`src/rtl/rcfe_pkg.sv`:
```
`timescale 1ns / 1ps
package rcfe_pkg;

	localparam int NUM_AXES   = 7;
	localparam int CHAN_W     = 11;
	localparam int CRSF_CHANS = 16;
	localparam int IBUS_CHANS = 14;
	localparam int POS_W      = 5;

	localparam int CRSF_FRAME_LEN = 26;
	localparam int IBUS_FRAME_LEN = 32;

	typedef logic [CHAN_W-1:0] chan_t;
	typedef logic [POS_W-1:0]  pos_t;

	typedef enum logic {
		MODE_CRSF = 1'b0,
		MODE_IBUS = 1'b1
	} mode_t;

	typedef struct packed {
		mode_t                     mode;
		logic [NUM_AXES-1:0][CHAN_W-1:0] ch;
	} desc_t;

	typedef struct packed {
		logic full;
		logic empty;
	} fifo_stat_t;

	localparam chan_t IN_MIN      = 11'd1000;
	localparam chan_t IN_MAX      = 11'd2000;
	localparam chan_t CRSF_OFFSET = 11'd172;
	localparam chan_t CRSF_UNUSED = 11'd992;
	localparam logic [15:0] IBUS_UNUSED = 16'd1500;

	// floor(t * 1639 / 1000) == (t * SCALE_MULT) >> SCALE_SHIFT for t <= 1000
	localparam int          SCALE_SHIFT = 20;
	localparam logic [20:0] SCALE_MULT  = 21'd1718617;
	localparam int          PROD_W      = 31;

	localparam logic [7:0] CRC_POLY   = 8'hD5;
	localparam logic [7:0] CRSF_SYNC  = 8'hC8;
	localparam logic [7:0] CRSF_LEN   = 8'd24;
	localparam logic [7:0] CRSF_TYPE  = 8'h16;
	localparam logic [7:0] IBUS_HDR0  = 8'h20;
	localparam logic [7:0] IBUS_HDR1  = 8'h40;

	localparam pos_t CRSF_POS_SYNC  = 5'd0;
	localparam pos_t CRSF_POS_LEN   = 5'd1;
	localparam pos_t CRSF_POS_TYPE  = 5'd2;
	localparam pos_t CRSF_PAY_FIRST = 5'd3;
	localparam pos_t CRSF_PAY_LAST  = 5'd24;
	localparam pos_t CRSF_POS_CRC   = 5'd25;
	localparam pos_t IBUS_POS_HDR0  = 5'd0;
	localparam pos_t IBUS_POS_HDR1  = 5'd1;
	localparam pos_t IBUS_PAY_FIRST = 5'd2;
	localparam pos_t IBUS_PAY_LAST  = 5'd29;
	localparam pos_t IBUS_POS_CHK_LO = 5'd30;
	localparam pos_t IBUS_POS_CHK_HI = 5'd31;

endpackage

```
`src/rtl/rcfe_front.sv`:
```
`timescale 1ns / 1ps
module rcfe_front (
	input  logic                 clk,
	input  logic                 arst_n,
	input  logic                 in_valid,
	output logic                 in_stall,
	input  rcfe_pkg::chan_t      roll,
	input  rcfe_pkg::chan_t      pitch,
	input  rcfe_pkg::chan_t      yaw,
	input  rcfe_pkg::chan_t      throttle,
	input  rcfe_pkg::chan_t      switch_one,
	input  rcfe_pkg::chan_t      switch_two,
	input  rcfe_pkg::chan_t      switch_three,
	input  rcfe_pkg::mode_t      mode,
	input  rcfe_pkg::fifo_stat_t q_stat,
	output logic                 push,
	output rcfe_pkg::desc_t      push_data
);
	import rcfe_pkg::*;

	localparam logic [3:0] STEP_LAST = 4'(NUM_AXES);
	localparam logic [3:0] STEP_DONE = 4'(NUM_AXES + 1);

	function automatic chan_t clamp_in(input chan_t v);
		if (v < IN_MIN) return IN_MIN;
		if (v > IN_MAX) return IN_MAX;
		return v;
	endfunction

	logic                      busy_q;
	logic [3:0]                cnt_q;
	mode_t                     mode_q;
	chan_t [NUM_AXES-1:0]      in_q;
	chan_t [NUM_AXES-1:0]      ch_q;
	logic [PROD_W-1:0]         prod_s1;
	chan_t                     raw_s1;
	logic [9:0]                t;
	chan_t                     scaled;
	chan_t                     ch_val;
	logic                      accept;
	logic                      done;
	logic                      mul_en;
	logic                      shift_en;

	assign done     = busy_q && (cnt_q == STEP_DONE);
	assign push     = done && !q_stat.full;
	assign in_stall = busy_q && !push;
	assign accept   = in_valid && !in_stall;
	assign mul_en   = busy_q && (cnt_q < STEP_LAST);
	assign shift_en = busy_q && (cnt_q >= 4'd1) && (cnt_q <= STEP_LAST);

	assign t      = 10'(in_q[0] - IN_MIN);
	assign scaled = 11'(prod_s1 >> SCALE_SHIFT) + CRSF_OFFSET;
	assign ch_val = (mode_q == MODE_CRSF) ? scaled : raw_s1;

	always_comb begin
		push_data.mode = mode_q;
		push_data.ch   = ch_q;
	end

	always_ff @(posedge clk or negedge arst_n) begin
		if (!arst_n) begin
			busy_q <= 1'b0;
			cnt_q  <= '0;
		end else if (accept) begin
			busy_q <= 1'b1;
			cnt_q  <= '0;
		end else if (push) begin
			busy_q <= 1'b0;
		end else if (busy_q && (cnt_q != STEP_DONE)) begin
			cnt_q <= cnt_q + 4'd1;
		end
	end

	// channel order: roll, pitch, throttle, yaw, switches
	always_ff @(posedge clk) begin
		if (accept) begin
			mode_q  <= mode;
			in_q[0] <= clamp_in(roll);
			in_q[1] <= clamp_in(pitch);
			in_q[2] <= clamp_in(throttle);
			in_q[3] <= clamp_in(yaw);
			in_q[4] <= clamp_in(switch_one);
			in_q[5] <= clamp_in(switch_two);
			in_q[6] <= clamp_in(switch_three);
		end else if (mul_en) begin
			for (int i = 0; i < NUM_AXES - 1; i++) begin
				in_q[i] <= in_q[i+1];
			end
		end
		if (mul_en) begin
			prod_s1 <= PROD_W'(t) * PROD_W'(SCALE_MULT);
			raw_s1  <= in_q[0];
		end
		if (shift_en) begin
			for (int i = 0; i < NUM_AXES - 1; i++) begin
				ch_q[i] <= ch_q[i+1];
			end
			ch_q[NUM_AXES-1] <= ch_val;
		end
	end

endmodule

```
`src/rtl/rcfe_fifo.sv`:
```
`timescale 1ns / 1ps
module rcfe_fifo #(
	parameter int DEPTH = 2
) (
	input  logic                 clk,
	input  logic                 arst_n,
	input  logic                 push,
	input  rcfe_pkg::desc_t      push_data,
	input  logic                 pop,
	output rcfe_pkg::desc_t      pop_data,
	output rcfe_pkg::fifo_stat_t stat
);
	import rcfe_pkg::*;

	localparam int PW = (DEPTH > 1) ? $clog2(DEPTH) : 1;
	localparam int CW = $clog2(DEPTH + 1);
	localparam logic [PW-1:0] PTR_LAST = PW'(DEPTH - 1);
	localparam logic [CW-1:0] CNT_FULL = CW'(DEPTH);

	desc_t         entry_q [DEPTH];
	logic [PW-1:0] wr_q;
	logic [PW-1:0] rd_q;
	logic [CW-1:0] cnt_q;

	assign stat.full  = (cnt_q == CNT_FULL);
	assign stat.empty = (cnt_q == '0);
	assign pop_data   = entry_q[rd_q];

	always_ff @(posedge clk or negedge arst_n) begin
		if (!arst_n) begin
			wr_q  <= '0;
			rd_q  <= '0;
			cnt_q <= '0;
		end else begin
			if (push) begin
				wr_q <= (wr_q == PTR_LAST) ? '0 : wr_q + PW'(1);
			end
			if (pop) begin
				rd_q <= (rd_q == PTR_LAST) ? '0 : rd_q + PW'(1);
			end
			if (push && !pop) begin
				cnt_q <= cnt_q + CW'(1);
			end else if (pop && !push) begin
				cnt_q <= cnt_q - CW'(1);
			end
		end
	end

	always_ff @(posedge clk) begin
		if (push) begin
			entry_q[wr_q] <= push_data;
		end
	end

endmodule

```
`src/rtl/rcfe_back.sv`:
```
`timescale 1ns / 1ps
module rcfe_back (
	input  logic                 clk,
	input  logic                 arst_n,
	input  rcfe_pkg::fifo_stat_t q_stat,
	output logic                 pop,
	input  rcfe_pkg::desc_t      pop_data,
	output logic                 out_valid,
	input  logic                 out_stall,
	output logic [7:0]           frame_byte,
	output logic                 last_byte
);
	import rcfe_pkg::*;

	localparam int CRSF_PAY_BYTES = (CRSF_CHANS * CHAN_W) / 8;
	localparam int IBUS_PAY_BYTES = IBUS_CHANS * 2;

	function automatic logic [7:0] crc_next(input logic [7:0] crc, input logic [7:0] b);
		logic [7:0] c;
		c = crc ^ b;
		for (int k = 0; k < 8; k++) begin
			c = c[7] ? ((c << 1) ^ CRC_POLY) : (c << 1);
		end
		return c;
	endfunction

	logic        active_q;
	pos_t        pos_q;
	desc_t       desc_q;
	logic [7:0]  crc_q;
	logic [15:0] sum_q;
	logic        out_valid_q;
	logic [7:0]  frame_byte_q;
	logic        last_byte_q;

	logic [CRSF_PAY_BYTES-1:0][7:0]         crsf_bytes;
	logic [CRSF_CHANS-1:0][CHAN_W-1:0]      crsf_chans;
	logic [IBUS_PAY_BYTES-1:0][7:0]         ibus_bytes;
	logic [IBUS_CHANS-1:0][15:0]            ibus_words;
	logic [4:0]  crsf_idx;
	logic [4:0]  ibus_idx;
	logic [15:0] chk;
	logic [7:0]  cur_byte;
	logic        cur_last;
	logic        adv;

	assign out_valid  = out_valid_q;
	assign frame_byte = frame_byte_q;
	assign last_byte  = last_byte_q;

	assign adv      = active_q && (!out_valid_q || !out_stall);
	assign cur_last = (desc_q.mode == MODE_CRSF) ? (pos_q == CRSF_POS_CRC)
		: (pos_q == IBUS_POS_CHK_HI);
	assign pop      = !q_stat.empty && (!active_q || (adv && cur_last));

	always_comb begin
		for (int i = 0; i < NUM_AXES; i++) begin
			crsf_chans[i] = desc_q.ch[i];
			ibus_words[i] = {5'b0, desc_q.ch[i]};
		end
		for (int i = NUM_AXES; i < CRSF_CHANS; i++) begin
			crsf_chans[i] = CRSF_UNUSED;
		end
		for (int i = NUM_AXES; i < IBUS_CHANS; i++) begin
			ibus_words[i] = IBUS_UNUSED;
		end
	end

	assign crsf_bytes = crsf_chans;
	assign ibus_bytes = ibus_words;
	assign crsf_idx   = pos_q - CRSF_PAY_FIRST;
	assign ibus_idx   = pos_q - IBUS_PAY_FIRST;
	assign chk        = ~sum_q;

	always_comb begin
		cur_byte = '0;
		if (desc_q.mode == MODE_CRSF) begin
			case (pos_q)
				CRSF_POS_SYNC: cur_byte = CRSF_SYNC;
				CRSF_POS_LEN:  cur_byte = CRSF_LEN;
				CRSF_POS_TYPE: cur_byte = CRSF_TYPE;
				CRSF_POS_CRC:  cur_byte = crc_q;
				default: begin
					if (pos_q inside {[CRSF_PAY_FIRST:CRSF_PAY_LAST]}) begin
						cur_byte = crsf_bytes[crsf_idx];
					end
				end
			endcase
		end else begin
			case (pos_q)
				IBUS_POS_HDR0:   cur_byte = IBUS_HDR0;
				IBUS_POS_HDR1:   cur_byte = IBUS_HDR1;
				IBUS_POS_CHK_LO: cur_byte = chk[7:0];
				IBUS_POS_CHK_HI: cur_byte = chk[15:8];
				default: begin
					if (pos_q inside {[IBUS_PAY_FIRST:IBUS_PAY_LAST]}) begin
						cur_byte = ibus_bytes[ibus_idx];
					end
				end
			endcase
		end
	end

	always_ff @(posedge clk or negedge arst_n) begin
		if (!arst_n) begin
			active_q    <= 1'b0;
			pos_q       <= '0;
			out_valid_q <= 1'b0;
		end else begin
			if (adv) begin
				out_valid_q <= 1'b1;
			end else if (!out_stall) begin
				out_valid_q <= 1'b0;
			end
			if (pop) begin
				active_q <= 1'b1;
				pos_q    <= '0;
			end else if (adv) begin
				pos_q <= pos_q + POS_W'(1);
				if (cur_last) begin
					active_q <= 1'b0;
				end
			end
		end
	end

	always_ff @(posedge clk) begin
		if (adv) begin
			frame_byte_q <= cur_byte;
			last_byte_q  <= cur_last;
			if ((desc_q.mode == MODE_CRSF) && (pos_q inside {[CRSF_POS_TYPE:CRSF_PAY_LAST]})) begin
				crc_q <= crc_next(crc_q, cur_byte);
			end
			if ((desc_q.mode == MODE_IBUS) && (pos_q <= IBUS_PAY_LAST)) begin
				sum_q <= sum_q + {8'b0, cur_byte};
			end
		end
		if (pop) begin
			desc_q <= pop_data;
			crc_q  <= '0;
			sum_q  <= '0;
		end
	end

endmodule

```
`src/rtl/rc_channel_frame_encoder.sv`:
```
`timescale 1ns / 1ps
// Radio-control channel frame encoder. One transaction on the input side carries seven
// stick and switch values (saturated to 1000..2000) and becomes one frame on the output
// side, one byte per transaction with last_byte set on the final byte: 26 bytes in CRSF
// mode (protocol_mode 0, channels rescaled to 172..1811, CRC-8 poly 0xD5 at the end) or
// 32 bytes in IBUS mode (protocol_mode 1, 16-bit checksum at the end). The front end
// pushes the seven channels through one shared multiply-and-shift scaler, one channel
// a cycle; a queue of QUEUE_DEPTH frames follows. The output serializer sends one byte
// a cycle while out_stall is low, so with no stalls and a non-empty queue the block
// sends frames back to back with no gap.
// protocol_mode is sampled when a frame is accepted; change it only while idle.
module rc_channel_frame_encoder #(
	parameter int QUEUE_DEPTH = 2
) (
	input  logic                clk,
	input  logic                arst_n,
	input  logic                cfg_we,
	input  logic                cfg_wdata,
	input  logic                in_valid,
	output logic                in_stall,
	input  rcfe_pkg::chan_t     roll,
	input  rcfe_pkg::chan_t     pitch,
	input  rcfe_pkg::chan_t     yaw,
	input  rcfe_pkg::chan_t     throttle,
	input  rcfe_pkg::chan_t     switch_one,
	input  rcfe_pkg::chan_t     switch_two,
	input  rcfe_pkg::chan_t     switch_three,
	output logic                out_valid,
	input  logic                out_stall,
	output logic [7:0]          frame_byte,
	output logic                last_byte
);
	import rcfe_pkg::*;

	mode_t      protocol_mode_q;
	logic       push;
	desc_t      push_data;
	logic       pop;
	desc_t      pop_data;
	fifo_stat_t q_stat;

	always_ff @(posedge clk or negedge arst_n) begin
		if (!arst_n) begin
			protocol_mode_q <= MODE_CRSF;
		end else if (cfg_we) begin
			protocol_mode_q <= mode_t'(cfg_wdata);
		end
	end

	rcfe_front u_front (
		.clk          (clk),
		.arst_n       (arst_n),
		.in_valid     (in_valid),
		.in_stall     (in_stall),
		.roll         (roll),
		.pitch        (pitch),
		.yaw          (yaw),
		.throttle     (throttle),
		.switch_one   (switch_one),
		.switch_two   (switch_two),
		.switch_three (switch_three),
		.mode         (protocol_mode_q),
		.q_stat       (q_stat),
		.push         (push),
		.push_data    (push_data)
	);

	rcfe_fifo #(
		.DEPTH (QUEUE_DEPTH)
	) u_fifo (
		.clk       (clk),
		.arst_n    (arst_n),
		.push      (push),
		.push_data (push_data),
		.pop       (pop),
		.pop_data  (pop_data),
		.stat      (q_stat)
	);

	rcfe_back u_back (
		.clk        (clk),
		.arst_n     (arst_n),
		.q_stat     (q_stat),
		.pop        (pop),
		.pop_data   (pop_data),
		.out_valid  (out_valid),
		.out_stall  (out_stall),
		.frame_byte (frame_byte),
		.last_byte  (last_byte)
	);

endmodule

```
`config.mk`:
```
export PLATFORM = sky130hd
export DESIGN_NAME = rc_channel_frame_encoder
export DESIGN_NICKNAME = d
export VERILOG_FILES = /design/src/rtl/rcfe_pkg.sv /design/src/rtl/rcfe_front.sv /design/src/rtl/rcfe_fifo.sv /design/src/rtl/rcfe_back.sv /design/src/rtl/rc_channel_frame_encoder.sv
export SDC_FILE = /design/constraint.sdc
export NUM_CORES = 1
export LEC_CHECK = 0
export BUFFER_PORTS_ARGS = -buffer_cell sky130_fd_sc_hd__buf_2
export CORE_MARGIN = 10
export CORE_UTILIZATION = 60
export CTS_BUF_LIST = sky130_fd_sc_hd__clkbuf_16
export DETAILED_ROUTE_END_ITERATION = 10
export PLACE_DENSITY = 0.79
export RECOVER_POWER = 25
export SLEW_MARGIN = 10
export SYNTH_ARGS = -nofsm -noshare
export SYNTH_HDL_FRONTEND = slang
export SYNTH_SLANG_ARGS = --single-unit
```
`constraint.sdc`:
```
create_clock -name clk -period 7.2 [get_ports clk]
set_input_delay 1.44 -clock clk [delete_from_list [all_inputs] [get_ports clk]]
set_output_delay 1.44 -clock clk [all_outputs]
set_load 0.01 [all_outputs]
```
==> impl_metrics.json, run 1 <==
{
  "timing.rr.end": "u_front.prod_s1[30]",
  "setup_viol_count_final": 0,
  "nNetsFinal": 2006,
  "min_path_cells": 0,
  "ys_seq_area_frac": 0.583,
  "netlist_top_cells_count": "420 x edfxtp_1, 130 x inv_1, 120 x ha_1",
  "layout-drive-gt1-share": 0.190,
  "crit_buf_inv": 3,
  "clk_latency_ns": 0.56,
  "syn_to_final_growth_pct": 10.2,
  "finalClockSkew_ns": 0.0170,
  "cts_sinks": 461,
  "multi_input_area_um2": 8850,
  "die_h_um": 217,
  "cts_max_level": 2,
  "async_flop_share": 0.0369,
  "slew_viol_final": 0,
  "tns_ns": 0,
  "port-buffer-count": 93,
  "antenna_found_initial": 0,
  "min_to": "u_fifo.entry_q[1][3]",
  "grt_pass1_wl_um": 77700,
  "core.rowCount": 71,
  "grt_pass1_vias": 14100,
  "synth_area_leader_cell": "edfxtp_1",
  "dp_hpwl_um": 34400,
  "synth_cells": 1649,
  "die_x_um": 217,
  "hp-class": "flip-flop to flip-flop",
  "relSlewSlack": 0.261,
  "diodes": 0,
  "fp.dieArea_um2": 46900,
  "cp_slowest_stage_delay_ns": 0.58,
  "worst_slew_pin_slew_ns": 1.11,
  "crit_family": "adder cells",
  "synth_nets": 1901,
  "ys.flop_type": "edfxtp_1",
  "rsz0062_at_grt": "no",
  "cts_buffers": 46,
  "place.gp.congestion": 0.926,
  "vias": 13500,
  "reg2reg_from": "u_front.in_q[3]",
  "synth_cell_types": 102,
  "ant_nets": 0,
  "synth_edf_count": 420,
  "path_class": "flip-flop to flip-flop",
  "clockRootBuffer": "clkbuf_16",
  "cpMaxStageDelayCell": "fa_1",
  "grt-ovfl-total": 0,
  "yosysWarnings": 0,
  "fin_crit_sh": 0.913,
  "min_period_ns": 6.57,
  "required_ns": 7.50,
  "cts_max_path_buffers": 3,
  "max_freq_ghz": 0.152,
  "tritoncts": "built",
  "wirelength_um": 48600,
  "seqCellArea_um2": 13500,
  "drc": 0,
  "drtPass1Iterations": 5,
  "hold_buffers": 0,
  "ctsResizeCount": 0,
  "grt_usage": 0.206,
  "min_from": "u_front.push_data[3]",
  "r2r_cells": 26,
  "grt_max_degree": 76,
  "ios": 94,
  "initial_utilization": 0.612,
  "crit_fanout": 8,
  "outcome": "finished, final reports clean",
  "n_fill_cell": 2709,
  "crit_arrival_ns": 6.87,
  "hold_viol": 0,
  "first_iter_violations": 1110,
  "wl_per_cell_um": 21.1,
  "utilization": 0.675,
  "worst_setup_path_start_kind": "flip-flop",
  "synth_area_leaders": "edfxtp_1 54%, ha_1 6.5%, fa_1 4.2%",
  "critPathCaptureType": "flip-flop",
  "post_cts_buffers": 0,
  "cts.reportedPaths.clkPinSlew_ns": 0.06,
  "timing.max_cap.violations": 0,
  "ys_ff_latch": 461,
  "vias_per_cell": 5.88,
  "yosysMostFrequentCell": "edfxtp_1",
  "syn_avg_cell_area_um2": 14.1,
  "ff2ff_setup_slack_ns": 0.63,
  "fp.coreArea_um2": 37800,
  "synthesis.area_um2": 23200,
  "yosysTopAreaCellShare": 0.544
}
[worst max-delay path by stage]
stage,from,to,slack [ns],depth (start not counted)
final,u_front.in_q[3],u_front.prod_s1[30],0.63,26
after global routing,u_front.in_q[3],u_front.prod_s1[30],0.28,26
after CTS,u_front.in_q[3],u_front.prod_s1[30],0.65,26
after detailed placement,u_front.in_q[3],u_front.prod_s1[30],0.69,26
after global placement,u_front.in_q[3],u_front.prod_s1[30],0.86,26
after floorplan,u_front.in_q[3],u_front.prod_s1[30],0.92,25
[per-stage QoR]
step / setup WS (ns) / instances / hold WS (ns) / area, um2
4_1_cts: 0.652 / 2301 / 0.446 / 25500
5_1_grt: 0.280 / 2301 / 0.460 / 25500
2_1_floorplan: 0.921 / 1649 / 0.400 / 23200
3_5_place_dp: 0.688 / 2217 / 0.431 / 24100
6_report: 0.625 / 2301 / 0.445 / 25500
3_3_place_gp: 0.860 / 2217 / 0.405 / 24100
[cell usage in the layout, fill, tap and decap left out, types with 9 or more instances in the layout]
master,instances
nand2_1,102
a21o_1,11
o31ai_1,9
a21oi_1,65
ha_1,120
nand4_1,9
nor2_1,104
fa_1,49
mux4_2,30
a31oi_1,21
nor3_1,18
mux2i_1,17
inv_1,146
clkbuf_16,47
nand3_1,14
xnor2_1,38
o21ai_0,49
or3_1,14
xor2_1,31
dfrtp_1,15
dfxtp_1,24
buf_4,19
buf_2,93
nand2b_1,13
nor2b_1,9
o22a_1,17
nor4_1,10
edfxtp_1,420
mux2_2,86
a22o_1,18
[registers in the layout, indices dropped and copies added (netlist names), 4 cells and up]
register	count
u_back.crsf_bytes	77
u_back.pos_q	5
u_front.prod_s1	11
u_front.in_q	77
u_back.crc_q	8
u_back.frame_byte	8
u_fifo.entry_q	156
u_front.cnt_q	4
u_front.push_data	77
u_back.sum_q	16
u_front.raw_s1	11
[per-layer routing]
layer | track usage | vias to the layer above | wire length [um]
li1 | - | 6343 | -
met1 | 0.278 | 6742 | 21000
met2 | 0.342 | 371 | 23900
met3 | 0.0340 | 71 | 2650
met4 | 0.0536 | 0 | 1020
met5 | 0 | - | 0
[cell type report]
class,instances,area share
clock buffer,47,0.0461
clock inverter,37,0.00926
inverter,132,0.0194
multi-input combinational,1001,0.347
sequential,461,0.530
tap,511,0.0250
timing repair buffer,112,0.0238
[kinds of logic after synthesis]
kind of cell             Yosys count  share of synthesized area
flip-flops                       461                      0.583
AND/OR/NAND/NOR                  344                     0.0739
AO/OA/AOI/OAI                    273                     0.0836
buffers and inverters            187                     0.0365
adder cells (fa/ha/maj)          170                      0.108
multiplexers                     135                     0.0806
XOR/XNOR                          79                     0.0344
Power of run 1 is left out: the tool's default activity adds up to more than one toggle a clock period on the data nets, which glitch-free logic cannot reach.
==> run 2: changes to the inputs <==
CELL_PAD_IN_SITES_DETAIL_PLACEMENT = 0   (was default)
CELL_PAD_IN_SITES_GLOBAL_PLACEMENT = 1   (was default)
CORE_ASPECT_RATIO = 0.7   (was default)
CORE_UTILIZATION = 52   (was 60)
PLACE_DENSITY = 0.81   (was 0.79)
SYNTH_HIERARCHICAL = 1   (was default)
==> impl_metrics.json, run 2 <==
{
  "synth_area_leader_cell": "edfxtp_1",
  "grt-ovfl-total": 0,
  "fin_crit_sh": 0.856,
  "layout.cells.most_common": "edfxtp_1",
  "cts_max_level": 2,
  "ys.flop_type": "edfxtp_1",
  "grt_pass1_vias": 13500,
  "critPathCaptureType": "flip-flop",
  "synth-compound-area-share": 0.0908,
  "max_freq_ghz": 0.162,
  "async_flop_share": 0.0369,
  "relSlewSlack": 0.355,
  "synthesis.area_um2": 23300,
  "first_iter_violations": 1580,
  "yosysMostFrequentCell": "edfxtp_1",
  "grt_pass1_wl_um": 80400,
  "multi_input_area_um2": 8900,
  "vias": 14000,
  "dp_hpwl_um": 37400,
  "timing.max_cap.violations": 0,
  "drc": 0,
  "synth_cell_types": 86,
  "yosysTopAreaCellShare": 0.542,
  "cts.reportedPaths.clkPinSlew_ns": 0.06,
  "syn_to_final_growth_pct": 10.5,
  "regMostFlops": "u_fifo/entry_q",
  "wl_per_cell_um": 21.3,
  "vias_per_cell": 5.76,
  "grt_max_degree": 86,
  "fin_area_um2": 25700,
  "synth_area_leaders": "edfxtp_1 54%, ha_1 6.6%, fa_1 4.4%",
  "layout-drive-gt1-share": 0.173,
  "place.gp.congestion": 0.897,
  "diodes": 0,
  "ys_ff_latch": 461,
  "synth_fa_ha_area_frac": 0.110,
  "cts_max_path_buffers": 3,
  "synth_cells": 1714,
  "synth-simple-area-share": 0.0693,
  "cts_buffers": 43,
  "synth_top_family_by_area": "adder cells",
  "die_h_um": 197,
  "post_cts_buffers": 0,
  "synthMuxAreaShare": 0.0799,
  "reg2reg_from": "u_front/in_q[3]",
  "netlist_top_cells_count": "420 x edfxtp_1, 149 x inv_1, 122 x ha_1",
  "min_period_ns": 6.16,
  "grt_usage": 0.191,
  "setup_viol_count_final": 0,
  "fp.dieArea_um2": 53700,
  "syn_avg_cell_area_um2": 13.6,
  "n_fill_cell": 3423,
  "hold_buffers": 0,
  "drtPass1Iterations": 8,
  "nNetsFinal": 2064,
  "finalClockSkew_ns": 0.0218,
  "synth_xor_area_frac": 0.0308,
  "ios": 94,
  "path_class": "flip-flop to flip-flop",
  "fp.coreArea_um2": 44000,
  "min_from": "u_front/in_q[10]",
  "min_path_cells": 0,
  "timing.rr.end": "u_front/prod_s1[30]",
  "ctsResizeCount": 0,
  "tritoncts": "built",
  "yosysWarnings": 6,
  "die_x_um": 273,
  "r2r_cells": 19,
  "ff2ff_setup_slack_ns": 1.04,
  "wirelength_um": 51800,
  "required_ns": 7.49,
  "outcome": "finished, final reports clean",
  "crit_fanout": 8,
  "rsz0062_at_grt": "no",
  "synth_nets": 1970,
  "min_to": "u_front/raw_s1[10]",
  "seqCellArea_um2": 13500,
  "port-buffer-count": 93,
  "slew_viol_final": 0,
  "ys_seq_area_frac": 0.581,
  "synth_edf_count": 420,
  "worst_slew_pin_slew_ns": 0.964,
  "placed_cell_area_um2": 24300,
  "clk_latency_ns": 0.56,
  "ant_nets": 0,
  "initial_utilization": 0.529,
  "hp-class": "flip-flop to flip-flop",
  "antenna_found_initial": 0,
  "tns_ns": 0,
  "layout_common_cells": "420 x edfxtp_1, 157 x inv_1, 122 x ha_1, 109 x nor2_1, 100 x nand2_1",
  "cts_sinks": 461,
  "largest_reg_flops": 156,
  "clockRootBuffer": "clkbuf_16",
  "core.rowCount": 64,
  "worst_setup_path_start_kind": "flip-flop",
  "hold_viol": 0,
  "crit_arrival_ns": 6.45
}
-- run 2: final cells by class --
| class | instances | area share |
|---|---|---|
| clock buffers | 43 | 0.0418 |
| clock inverters | 34 | 0.0115 |
| repair buffers | 113 | 0.0239 |
| multi-input cells | 1039 | 0.346 |
| inverters | 150 | 0.0219 |
| well taps | 594 | 0.0289 |
| flip-flops and latches | 461 | 0.526 |
-- run 2: worst max-delay path by stage --
stage,endpoint,from,cells past startpoint,slack (ns)
finish,u_front/prod_s1[30],u_front/in_q[3],19,1.04
global placement,u_front/prod_s1[30],u_front/in_q[3],19,1.18
CTS,u_front/prod_s1[27],u_front/in_q[3],19,0.99
global route,u_front/prod_s1[30],u_front/in_q[3],19,0.67
floorplan,u_fifo/cnt_q[1],u_back/pos_q[1],16,1.67
detailed placement,u_front/prod_s1[30],u_front/in_q[3],19,1.03
-- run 2: logic make-up after synthesis --
family | after synthesis
DFF | 461
and+or+nand+nor | 344
AOI/OAI and AO/OA | 314
buffers and inverters | 214
adders and majority gates | 174
muxes | 137
xor gates and xnor gates | 70
-- run 2: stage by stage --
step	utilization	std cells	hold WS, ns	setup WS [ns]
finish	0.585	2434	0.426	1.04
CTS	0.585	2434	0.426	0.994
detailed placement	0.554	2357	0.411	1.03
global placement	0.554	2357	0.402	1.18
global route	0.585	2434	0.457	0.667
floorplan	-	1714	0.400	1.67
-- run 2: metal layers --
layer	vias up	wire length, um	track usage
li1	6533	-	-
met1	6949	26100	0.307
met2	486	20700	0.255
met3	47	4470	0.0501
met4	0	538	0.0292
met5	-	0	0
-- run 2: worst max-delay path: stages, from the launching register on --
cell and delay (ns):
edfxtp_1 0.52, o21ai_0 0.27, xor2_1 0.44, inv_1 0.25, ha_1 0.41, inv_1 0.08
fa_1 0.54, inv_1 0.05, fa_1 0.48, fa_1 0.58, inv_1 0.06, fa_1 0.50
inv_1 0.04, ha_1 0.34, o21a_1 0.19, o211ai_1 0.24, a31oi_1 0.16, o21ai_0 0.40
o211ai_1 0.18, xnor2_1 0.15
Power of run 2 is left out for the same reason.
